--- src/rtl/kcc_pkg.sv ---
`timescale 1ns / 1ps
`default_nettype none

package kcc_pkg;

  localparam int KEYS = 4;
  localparam int CNT_W = 8;
  localparam int CFG_IDX_W = 2;

  localparam logic [CNT_W-1:0] CNT_MAX = '1;

  // Configuration register indexes.
  localparam logic [CFG_IDX_W-1:0] REG_LONG_PRESS = 2'd0;
  localparam logic [CFG_IDX_W-1:0] REG_RELEASE_CUTOFF = 2'd1;
  localparam logic [CFG_IDX_W-1:0] REG_DOUBLE_WINDOW = 2'd2;

  localparam logic [CNT_W-1:0] LONG_PRESS_RST = 8'd70;
  localparam logic [CNT_W-1:0] RELEASE_CUTOFF_RST = 8'd200;
  localparam logic [CNT_W-1:0] DOUBLE_WINDOW_RST = 8'd35;

  typedef enum logic [1:0] {
    PH_IDLE = 2'd0,
    PH_DEBOUNCE = 2'd1,
    PH_HELD = 2'd2
  } phase_t;

  typedef struct packed {
    logic [CNT_W-1:0] long_press_ticks;
    logic [CNT_W-1:0] release_cutoff_ticks;
    logic [CNT_W-1:0] double_click_window;
  } cfg_t;

  typedef struct packed {
    logic sgl;
    logic dbl;
    logic lng;
  } ev_t;

endpackage

`default_nettype wire

--- src/rtl/kcc_lane.sv ---
`timescale 1ns / 1ps
`default_nettype none

module kcc_lane (
  input  wire logic          clk,
  input  wire logic          rst,
  input  wire logic          step,
  input  wire logic          released,
  input  wire kcc_pkg::cfg_t cfg,
  output kcc_pkg::ev_t       ev
);

  kcc_pkg::phase_t phase;
  kcc_pkg::phase_t phase_next;
  logic [kcc_pkg::CNT_W-1:0] hold;
  logic [kcc_pkg::CNT_W-1:0] hold_next;
  logic [kcc_pkg::CNT_W-1:0] wcount;
  logic [kcc_pkg::CNT_W-1:0] wcount_next;
  logic wopen;
  logic wopen_next;
  logic [kcc_pkg::CNT_W-1:0] wcount_mid;
  logic wopen_mid;
  logic short_rel;
  logic late_rel;

  assign short_rel = released && (hold < cfg.long_press_ticks);
  assign late_rel = released && (hold >= cfg.release_cutoff_ticks);

  always_comb begin
    phase_next = phase;
    unique case (phase)
      kcc_pkg::PH_DEBOUNCE: begin
        phase_next = released ? kcc_pkg::PH_IDLE : kcc_pkg::PH_HELD;
      end
      kcc_pkg::PH_HELD: begin
        if (short_rel || late_rel) begin
          phase_next = kcc_pkg::PH_IDLE;
        end
      end
      default: begin
        phase_next = released ? kcc_pkg::PH_IDLE : kcc_pkg::PH_DEBOUNCE;
      end
    endcase
  end

  always_comb begin
    hold_next = hold;
    wopen_mid = wopen;
    wcount_mid = wcount;
    ev = '0;
    unique case (phase)
      kcc_pkg::PH_DEBOUNCE: begin
      end
      kcc_pkg::PH_HELD: begin
        if (short_rel) begin
          if (!wopen) begin
            wopen_mid = 1'b1;
            wcount_mid = '0;
          end else begin
            ev.dbl = 1'b1;
            wopen_mid = 1'b0;
          end
        end else if (!late_rel) begin
          ev.lng = (hold >= cfg.long_press_ticks);
          if (hold != kcc_pkg::CNT_MAX) begin
            hold_next = hold + 1'b1;
          end
        end
      end
      default: begin
        if (!released) begin
          hold_next = '0;
        end
      end
    endcase

    // The window is counted after the phase logic, so a window opened on
    // this tick already counts once.
    wopen_next = wopen_mid;
    wcount_next = wcount_mid;
    if (wopen_mid) begin
      if (wcount_mid != kcc_pkg::CNT_MAX) begin
        wcount_next = wcount_mid + 1'b1;
      end
      if (wcount_next >= cfg.double_click_window) begin
        ev.sgl = 1'b1;
        wopen_next = 1'b0;
      end
    end
  end

  always_ff @(posedge clk) begin
    if (rst) begin
      phase <= kcc_pkg::PH_IDLE;
      hold <= '0;
      wcount <= '0;
      wopen <= 1'b0;
    end else if (step) begin
      phase <= phase_next;
      hold <= hold_next;
      wcount <= wcount_next;
      wopen <= wopen_next;
    end
  end

  a_long_only_held: assert property (@(posedge clk) disable iff (rst)
    ev.lng |-> phase == kcc_pkg::PH_HELD)
    else $error("long event outside held phase");

  a_single_double_excl: assert property (@(posedge clk) disable iff (rst)
    !(ev.sgl && ev.dbl))
    else $error("single and double click in the same tick");

  a_press_debounce: assert property (@(posedge clk) disable iff (rst)
    (step && phase == kcc_pkg::PH_IDLE && !released) |=> phase == kcc_pkg::PH_DEBOUNCE)
    else $error("press from idle did not enter debounce");

  a_hold_no_step: assert property (@(posedge clk) disable iff (rst)
    !step |=> $stable(hold) && $stable(wopen) && $stable(wcount))
    else $error("lane state changed without a tick");

endmodule

`default_nettype wire

--- src/rtl/kcc_merge.sv ---
`timescale 1ns / 1ps
`default_nettype none

module kcc_merge (
  input  wire logic                      clk,
  input  wire logic                      rst,
  input  wire logic                      step,
  input  wire kcc_pkg::ev_t              lane_ev [kcc_pkg::KEYS],
  input  wire logic                      out_ready,
  output logic                           take,
  output logic                           out_valid,
  output logic [kcc_pkg::KEYS-1:0]       single_events,
  output logic [kcc_pkg::KEYS-1:0]       double_events,
  output logic [kcc_pkg::KEYS-1:0]       long_events
);

  logic [kcc_pkg::KEYS-1:0] sgl_bits;
  logic [kcc_pkg::KEYS-1:0] dbl_bits;
  logic [kcc_pkg::KEYS-1:0] lng_bits;

  always_comb begin
    for (int k = 0; k < kcc_pkg::KEYS; k++) begin
      sgl_bits[k] = lane_ev[k].sgl;
      dbl_bits[k] = lane_ev[k].dbl;
      lng_bits[k] = lane_ev[k].lng;
    end
  end

  // A new word may enter whenever the output register is empty or draining.
  assign take = !out_valid || out_ready;

  always_ff @(posedge clk) begin
    if (rst) begin
      out_valid <= 1'b0;
    end else if (step) begin
      out_valid <= 1'b1;
    end else if (out_ready) begin
      out_valid <= 1'b0;
    end
  end

  always_ff @(posedge clk) begin
    if (step) begin
      single_events <= sgl_bits;
      double_events <= dbl_bits;
      long_events <= lng_bits;
    end
  end

endmodule

`default_nettype wire

--- src/rtl/key_click_classifier.sv ---
`timescale 1ns / 1ps
`default_nettype none

// Classifies presses of four active-low keys into single clicks, double clicks
// and long presses, one scan tick per input word. Each key has its own lane
// with a two-sample debouncer, a hold counter and a double-click window
// counter; the lanes run side by side and their event bits are gathered into
// one registered output word. A tick is accepted every clock cycle while the
// output register is empty or being read, and its result appears in the next
// cycle from the single output register. The user must write the three
// thresholds through cfg_we, cfg_index and cfg_data only while the block is
// idle; the block does not enforce this. Writes to unused indexes are ignored.

module key_click_classifier (
  input  wire logic                              clk,
  input  wire logic                              rst,
  input  wire logic                              in_valid,
  output logic                                   in_ready,
  input  wire logic [kcc_pkg::KEYS-1:0]          key_levels,
  output logic                                   out_valid,
  input  wire logic                              out_ready,
  output logic [kcc_pkg::KEYS-1:0]               single_events,
  output logic [kcc_pkg::KEYS-1:0]               double_events,
  output logic [kcc_pkg::KEYS-1:0]               long_events,
  input  wire logic                              cfg_we,
  input  wire logic [kcc_pkg::CFG_IDX_W-1:0]     cfg_index,
  input  wire logic [kcc_pkg::CNT_W-1:0]         cfg_data
);

  kcc_pkg::cfg_t cfg;
  kcc_pkg::ev_t lane_ev [kcc_pkg::KEYS];
  logic step;

  assign step = in_valid && in_ready;

  always_ff @(posedge clk) begin
    if (rst) begin
      cfg.long_press_ticks <= kcc_pkg::LONG_PRESS_RST;
      cfg.release_cutoff_ticks <= kcc_pkg::RELEASE_CUTOFF_RST;
      cfg.double_click_window <= kcc_pkg::DOUBLE_WINDOW_RST;
    end else if (cfg_we) begin
      unique case (cfg_index)
        kcc_pkg::REG_LONG_PRESS: cfg.long_press_ticks <= cfg_data;
        kcc_pkg::REG_RELEASE_CUTOFF: cfg.release_cutoff_ticks <= cfg_data;
        kcc_pkg::REG_DOUBLE_WINDOW: cfg.double_click_window <= cfg_data;
        default: begin
        end
      endcase
    end
  end

  for (genvar k = 0; k < kcc_pkg::KEYS; k++) begin : g_lane
    kcc_lane u_lane (
      .clk      (clk),
      .rst      (rst),
      .step     (step),
      .released (key_levels[k]),
      .cfg      (cfg),
      .ev       (lane_ev[k])
    );
  end

  kcc_merge u_merge (
    .clk           (clk),
    .rst           (rst),
    .step          (step),
    .lane_ev       (lane_ev),
    .out_ready     (out_ready),
    .take          (in_ready),
    .out_valid     (out_valid),
    .single_events (single_events),
    .double_events (double_events),
    .long_events   (long_events)
  );

endmodule

`default_nettype wire
--- config.mk ---
export PLATFORM = sky130hd
export DESIGN_NAME = key_click_classifier
export DESIGN_NICKNAME = d
export VERILOG_FILES = /design/src/rtl/kcc_pkg.sv /design/src/rtl/kcc_lane.sv /design/src/rtl/kcc_merge.sv /design/src/rtl/key_click_classifier.sv
export SDC_FILE = /design/constraint.sdc
export NUM_CORES = 1
export LEC_CHECK = 0
export BUFFER_PORTS_ARGS = -buffer_cell sky130_fd_sc_hd__buf_4
export CAP_MARGIN = 20
export CORE_ASPECT_RATIO = 1.5
export CORE_MARGIN = 5
export CORE_UTILIZATION = 45
export DETAILED_ROUTE_END_ITERATION = 8
export GPL_TIMING_DRIVEN = 0
export PLACE_DENSITY = 0.67
export SLEW_MARGIN = 15
export SYNTH_ARGS = -nofsm -noshare
export SYNTH_HDL_FRONTEND = slang
export SYNTH_SLANG_ARGS = --single-unit
--- constraint.sdc ---
create_clock -name clk -period 3.9 [get_ports clk]
set_input_delay 0.78 -clock clk [delete_from_list [all_inputs] [get_ports clk]]
set_output_delay 0.78 -clock clk [all_outputs]
set_load 0.1 [all_outputs]
; ---- Word-level counts from Yosys, hierarchy flattened
; Index checks and enable logic that the tools add are counted.
; W data, S select, Z words.
[classes]
magnitude_cmp = 16
n_reduce_logical = 36
n_bitwise = 8
n_mux = 90
add_sub_neg = 8
n_eq_ne = 38
[ops]
columns = cell, n
row1 = $mux W8, 40
row2 = $ge A8 B8 Y1, 12
row3 = $add A8 B1 Y8 const B, 8
row4 = $ne A8 B8 Y1 const B, 8
row5 = $pmux W8 S2, 4
row6 = $mux W1, 34
row7 = $lt A8 B8 Y1, 4
row8 = $ne A2 B1 Y1 const B, 12
row9 = $reduce_and A6 Y1, 4
row10 = $reduce_and A2 Y1, 11
row11 = $mux W2, 8
row12 = $ne A2 B2 Y1 const B, 8
row13 = $pmux W2 S2, 4
row14 = $reduce_or A3 Y1, 4
row15 = $eq A2 B1 Y1 const B, 5
row16 = $eq A2 B2 Y1 const B, 5
row17 = $logic_and A1 B1 Y1, 9
row18 = $not A1 Y1, 8
row19 = $logic_or A1 B1 Y1, 5
row20 = $logic_not A2 Y1, 1
row21 = $reduce_bool A2 Y1, 1
row22 = $logic_not A1 Y1, 1
[word_totals]
out_inout_bits = 14
word_cells = 228
ff_bits = 113

; ---- Depth between registers and ports, before layout
[logic_depth]
word_depth = 10
depth_mapped = 22
mapped_depth_nobuf = 22

; ---- Cells and area by module
; From an unflattened synthesis, not the netlist that was laid out.
[unflattened]
cells_unflattened = 1140
area_unflattened_um2 = 9654.3
[by_module_without_submodules]
columns = mod, area_per_inst_um2, cells_per_inst, instances, seq_area_each_um2
row1 = kcc_lane at g_lane[0].u_lane ..., 2072.0, 256, 3, 380.4
row2 = kcc_lane at g_lane[1].u_lane, 2019.4, 256, 1, 380.4
row3 = key_click_classifier, 1012.2, 100, 1, 480.5
row4 = kcc_merge, 406.6, 16, 1, 380.4

; ---- Worst setup path after synthesis
; No wires, ideal clock.
[synth_path]
kind = register -> register
from = reg, netlist name cfg[17]
to = reg g_lane[3].u_lane.wopen
setup_slack_ns = -0.328
n_path_buf = 1
setup_time_ns = 0.074
arrival_time_ns = 4.154
required_ns = 3.826
stages_incl_launch_ff = 22
synth_period_minus_slack_ns = 4.228
cell_sequence = dfxtp_1 > inv_1 > ha_1 > nor2b_1 > o211ai_1 > a21oi_1 > or3_1 > clkbuf_1 > and2_1 > ha_1 > nand3_1 > nor3_1 > xnor2_1 > nor2_1 > ha_1 > nand2b_1 > a21o_1 > a211oi_1 > nor3_1 > a211oi_1 > nand3_1 > a31oi_1
[synth_via]
elab_chain_cells = 10
word_cells_on_any_way = 13
classes_between = 1 x add/sub / 2 x order compare / 1 x eq/ne / 8 x mux / 1 x reduce/logical
[synth_rtl]
columns = item, line_no
row1 = $lt A8 B8 Y1 *, kcc_lane.sv:26  ; assign short_rel = released && (hold < cfg.long_press_ticks);
row2 = $logic_and A1 B1 Y1 *, kcc_lane.sv:26
row3 = $mux W8, kcc_lane.sv:55  ; if (short_rel) begin
row4 = $mux W8, kcc_lane.sv:51  ; unique case (phase)
row5 = $add A8 B1 Y8 or $ne A8 B8 Y1 (tied branches), "kcc_lane.sv:83, kcc_lane.sv:82"
row6 = $mux W8, kcc_lane.sv:82  ; if (wcount_mid != kcc_pkg::CNT_MAX) begin
row7 = $mux W8, kcc_lane.sv:81  ; if (wopen_mid) begin
row8 = $ge A8 B8 Y1, kcc_lane.sv:85  ; if (wcount_next >= cfg.double_click_window) begin
row9 = $mux W1, kcc_lane.sv:85
row10 = $mux W1 *, kcc_lane.sv:81
row11 = "end signal, assigned", kcc_lane.sv:102  ; wopen <= wopen_next;
row12 = "end, declared", kcc_lane.sv:19  ; logic wopen;
; Every way passes the cells marked *; elsewhere a longest branch is shown, timed or not. The select of a mux whose other input is x is not followed.
; A chain may end at the register's enable or synchronous reset.

; ---- Final worst setup path
[layout_path]
from = reg, netlist name cfg[17]
to = reg u_merge.single_events[1] in the netlist's numbering, data pin
[layout_via]
elab_chain_cells = 9
word_cells_on_any_way = 12
classes_between = 1 x add/sub / 2 x order compare / 1 x eq/ne / 7 x mux / 1 x reduce/logical
[layout_rtl]
columns = item, line_no
row1 = $lt A8 B8 Y1 *, kcc_lane.sv:26
row2 = $logic_and A1 B1 Y1 *, kcc_lane.sv:26
row3 = $mux W8, kcc_lane.sv:55
row4 = $mux W8, kcc_lane.sv:51
row5 = $add A8 B1 Y8 or $ne A8 B8 Y1 (tied branches), "kcc_lane.sv:83, kcc_lane.sv:82"
row6 = $mux W8, kcc_lane.sv:82
row7 = $mux W8, kcc_lane.sv:81
row8 = $ge A8 B8 Y1, kcc_lane.sv:85
row9 = $mux W1, kcc_lane.sv:85
row10 = "end signal, assigned", kcc_merge.sv:44  ; single_events <= sgl_bits;
row11 = "end, declared", kcc_merge.sv:12  ; output logic [kcc_pkg::KEYS-1:0] single_events,
; Marks and branches as above.

==> results.txt <==
- Final design area excluding fillers: 0.01027 mm2
* Number of slew-limit violations in the final report: 0
- DP Wirelength: 17000 um
- Excluding fillers, the count of instances in the completed layout stands at 1332.
- In the global route stage, overall resource usage came out at 23.10%.
* Failing checks: setup timing
- Count of max-cap constraint violations: 0
- The worst hold path terminates at g_lane[0].u_lane.phase[0]$_SDFFE_PP0P_.
- The worst hold path was traced through 2 stages.
- The worst hold path belongs to the class flop to flop.
- After the last flow step, the layout net total stands at 1233.
- Number of rows in the core area: 60
- Dividing the synthesized area by the synthesized cell count gives 8.162 um2.
- Total core area: 0.01794 mm2
- Synthesized instance count: 1002
* Synthesized net count: 1133
* Clock latency on the worst-skew pair: 420 ps
- For the worst flop-to-flop path, the logic depth is 21.
- Via count of the routed design: 7942
- Cell Area, Synth: 0.008178 mm2
- Clock input transition at the sequential cells of the worst setup and hold paths: 60 ps
- Subtracting the final worst setup slack from the clock period gives 4032 ps.
- Maximum root-to-sink buffer count: 2
- Final setup margin: -132.0 ps
* Top fanout value on the critical path: 5
- Of all cell types, the one taking the most synthesized area is sky130_fd_sc_hd__dfxtp_1.
* Placed Cells incl. Taps: 1251
- Routed wirelength normalized by instance count: 18.20 um
- Die outline width: 120.1 um
* Synthesized flop and latch total: 113
- Setup slack on the worst reg-to-reg path comes out at -130 ps.
- H-tree level count: 4
- The worst-case IR drop observed on VDD is 247.1 uV.
* CP Cell Sequence: inv_4 > buf_6 > ha_4 > nor2b_1 > o211ai_1 > a21oi_2 > or3_4 > nor2_4 > nor2b_1 > ha_2 > and3_4 > and3_4 > nand3_4 > nand3_2 > o21ai_2 > nor2_1 > ha_1 > a2111oi_4 > nor2b_1 > a221o_1 > nor2_1
- Post-route setup TNS: -371.4 ps
- The die is 175.1 um tall.
- Category of the worst setup path capture point: flop
* Status: finished, violations left
- Final Hold Vio Count: 0
- At the end of routability-driven placement, the weighted congestion stood at 0.8755.
* Sequential-to-total area share from yosys stat: 29.13%
- Distinct cell type count of the synthesized netlist: 74
* Number of inserted filler cells in the final layout: 1576
- The analysis attributes to cell leakage a power of 4.166 nW.
- The first TritonRoute pass finished after 6 iterations.
- Largest net degree at the start of global routing: 22
* PwrDens: 302.0 mW/mm2
- Post-synthesis to final-layout area growth: 25.54%
* Initial Utilization: 45.58%
- Clk sink count: 113
- Yosys mapped a number of flops with a built-in enable equal to 12.
- In the final layout, flip-flops and latches occupy 0.002402 mm2.
- Final routed wirelength across all metal layers: 24250 um
- Buffers placed on the I/O ports in this run total 32.
* Antenna violations before repair: 0
- Count of unresolved DRC violations after routing: 0
* Hold-fix buffers, CTS: 0
* Total area of multi-input combinational cells: 0.005962 mm2
- Global routing finished with a remaining overflow of 0.
- STA classifies the critical path startpoint as a flop.
- TritonCTS built the clock tree.
- Required time at the endpoint of the critical path: 4080 ps
- Reg2Reg Launch Point: cfg[17]$_SDFFE_PP1P_
- Commonest non-fill, non-tap cell in the layout: sky130_fd_sc_hd__nor2_1
- Final period utilization: 103.4%
- In this run, the number of DRC markers left after iteration 0 of detailed routing was 438.
* YS warnings: 0
* Ant diodes: 0
* # IOs: 33
- Antenna Violating Nets Remaining: 0
- In this run the biggest area consumer among cell types represents 24.72% of the synthesized area.
- Final setup viols: 6
- Leading register cell type out of synthesis: sky130_fd_sc_hd__dfxtp_1
* Transition time of the tightest slew-check pin: 1034 ps
* Top cell by count, worst path: sky130_fd_sc_hd__nor2b_1
- The die covers 0.02102 mm2.
- The startpoint identified for the worst hold timing path is g_lane[0].u_lane.phase[0]$_SDFFE_PP0P_.
- The worst setup path is of the flop to flop kind.
- Clock skew: 6.200 ps
- Placed standard-cell area: 0.008800 mm2
- Post-synthesis async set-or-reset flop share: 0%
- Timing-limited maximum frequency: 0.2480 GHz
* Unrepaired setup endpoints after global routing: true
- The via count of the first global-routing pass was 7752.
- Wire length of the first global-routing pass: 38670 um
- CTS root buf: sky130_fd_sc_hd__clkbuf_16
- Share of cells above drive strength 1: 22.24%
- Leading post-synthesis cells by cell area: sky130_fd_sc_hd__dfxtp_1, sky130_fd_sc_hd__ha_1, sky130_fd_sc_hd__a21oi_1
- In this run the critical register-to-register path is captured at u_merge.single_events[1]$_SDFFCE_PP0P_.
- Largest stage delay on the critical path: 400 ps
- Number of vias per cell: 5.962
- The slowest stage of the critical path is the sky130_fd_sc_hd__or3_4 cell.
* Most used cells in the layout excluding fill and tap cells: sky130_fd_sc_hd__nor2_1, sky130_fd_sc_hd__ha_1, sky130_fd_sc_hd__dfxtp_1
* Data arrival at the endpoint of the critical path: 4210 ps
- In this run the tightest slew margin relative to its limit is 31.06%.
* Number of buffers added by the clock tree synthesis step: 17
critical path, delay by kind of cell (launching register included):
kind / cells / cell delay (ps)
simple gates: 11 / 1580
compound gates: 5 / 970
fa+ha+maj: 3 / 690
flops: 1 / 330
buf+inv: 2 / 210
per-layer routing:
layer | routed length, um | GRT usage (%) | up-vias
met4 | 1131 | 12.47 | 0
met1 | 9525 | 25.01 | 3762
met5 | 0 | 0 | -
met3 | 878 | 3.692 | 74
li1 | - | - | 3881
met2 | 12710 | 42.39 | 225
worst max-delay path by stage:
stage,startpoint,endpoint
final,cfg[17]$_SDFFE_PP1P_,u_merge.single_events[1]$_SDFFCE_PP0P_
after global routing,cfg[17]$_SDFFE_PP1P_,g_lane[1].u_lane.wopen$_SDFFE_PP0P_
after CTS,cfg[21]$_SDFFE_PP0P_,g_lane[3].u_lane.wopen$_SDFFE_PP0P_
after detailed placement,cfg[23]$_SDFFE_PP0P_,g_lane[0].u_lane.wopen$_SDFFE_PP0P_
after global placement,cfg[23]$_SDFFE_PP0P_,g_lane[0].u_lane.wopen$_SDFFE_PP0P_
after floorplan,cfg[17]$_SDFFE_PP1P_,u_merge.single_events[1]$_SDFFCE_PP0P_
cells in the mapped netlist, types with 5 or more instances:
master,number
sky130_fd_sc_hd__o21a_1,11
sky130_fd_sc_hd__nor2_1,109
sky130_fd_sc_hd__and2_1,7
sky130_fd_sc_hd__dfxtp_1,101
sky130_fd_sc_hd__xor2_1,6
sky130_fd_sc_hd__nand4_1,14
sky130_fd_sc_hd__o2111ai_1,6
sky130_fd_sc_hd__mux2i_1,18
sky130_fd_sc_hd__clkbuf_1,23
sky130_fd_sc_hd__nand2_1,90
sky130_fd_sc_hd__edfxtp_1,12
sky130_fd_sc_hd__o31ai_1,7
sky130_fd_sc_hd__a21oi_1,84
sky130_fd_sc_hd__nor3_1,26
sky130_fd_sc_hd__a211oi_1,22
sky130_fd_sc_hd__o21ai_1,5
sky130_fd_sc_hd__nor4_1,6
sky130_fd_sc_hd__a21o_1,11
sky130_fd_sc_hd__o32ai_1,5
sky130_fd_sc_hd__nor2b_1,16
sky130_fd_sc_hd__or3_1,12
sky130_fd_sc_hd__inv_1,57
sky130_fd_sc_hd__ha_1,112
sky130_fd_sc_hd__and3_1,17
sky130_fd_sc_hd__o211ai_1,11
sky130_fd_sc_hd__a31o_2,5
sky130_fd_sc_hd__xnor2_1,17
sky130_fd_sc_hd__o21ai_0,44
sky130_fd_sc_hd__nand2b_1,8
sky130_fd_sc_hd__nand3_1,53
logic make-up after synthesis:
group	count (synthesis)	share of synthesized area [%]
flip-flops	113	29.13
AND/OR/NAND/NOR	383	22.69
XOR/XNOR	23	2.463
buffers and inverters	92	4.498
adder cells (fa/ha/maj)	112	17.14
AO/OA/AOI/OAI	256	21.05
multiplexers	23	3.029
final cells by class:
class / count / share of cell area (%)
Clock buffer: 19 / 4.522
Timing Repair Buffer: 83 / 6.155
Sequential cell: 113 / 23.40
Buffer: 31 / 1.463
Multi-Input combinational cell: 797 / 58.07
Clock inverter: 13 / 1.463
Inverter: 59 / 2.279
Tap cell: 217 / 2.645
stage by stage:
stage / power [W] / setup slack [ps] / utilization [%] / hold WS (ps)
after floorplan: 0.001393 / 0.2520 / - / 448.6
after global routing: 0.003194 / -342.6 / 57.22 / 500.7
after detailed placement: 0.001485 / -786.8 / 49.04 / 465.1
after CTS: 0.003112 / -182.4 / 55.98 / 476.2
after global placement: 0.001482 / -766.0 / 49.04 / 461.0
final: 0.003101 / -132.0 / 57.22 / 472.7
sequential cells by signal (all words and copies together) (netlist names):
| register | cells |
|---|---|
| u_merge.long_events | 4 |
| g_lane.u_lane.phase | 8 |
| u_merge.out_valid | 1 |
| g_lane.u_lane.wopen | 4 |
| u_merge.single_events | 4 |
| cfg | 24 |
| g_lane.u_lane.wcount | 32 |
| g_lane.u_lane.hold | 32 |
| u_merge.double_events | 4 |
where the power goes:
| group | internal (W) | leakage [nW] | switching, W | total [W] |
|---|---|---|---|---|
| Clock | 0.00100 | 0.292 | 0.000617 | 0.00162 |
| Sequential | 0.00119 | 0.944 | 0.00000939 | 0.00120 |
| Combinational | 0.0000816 | 2.93 | 0.000197 | 0.000279 |
what timing repair did:
item,CTS,global route
pin swaps,47,36
resized for setup,79,29
buffers inserted,39,12
setup endpoints to repair,8,8
Note: power is estimated with default switching activity, not from simulation.
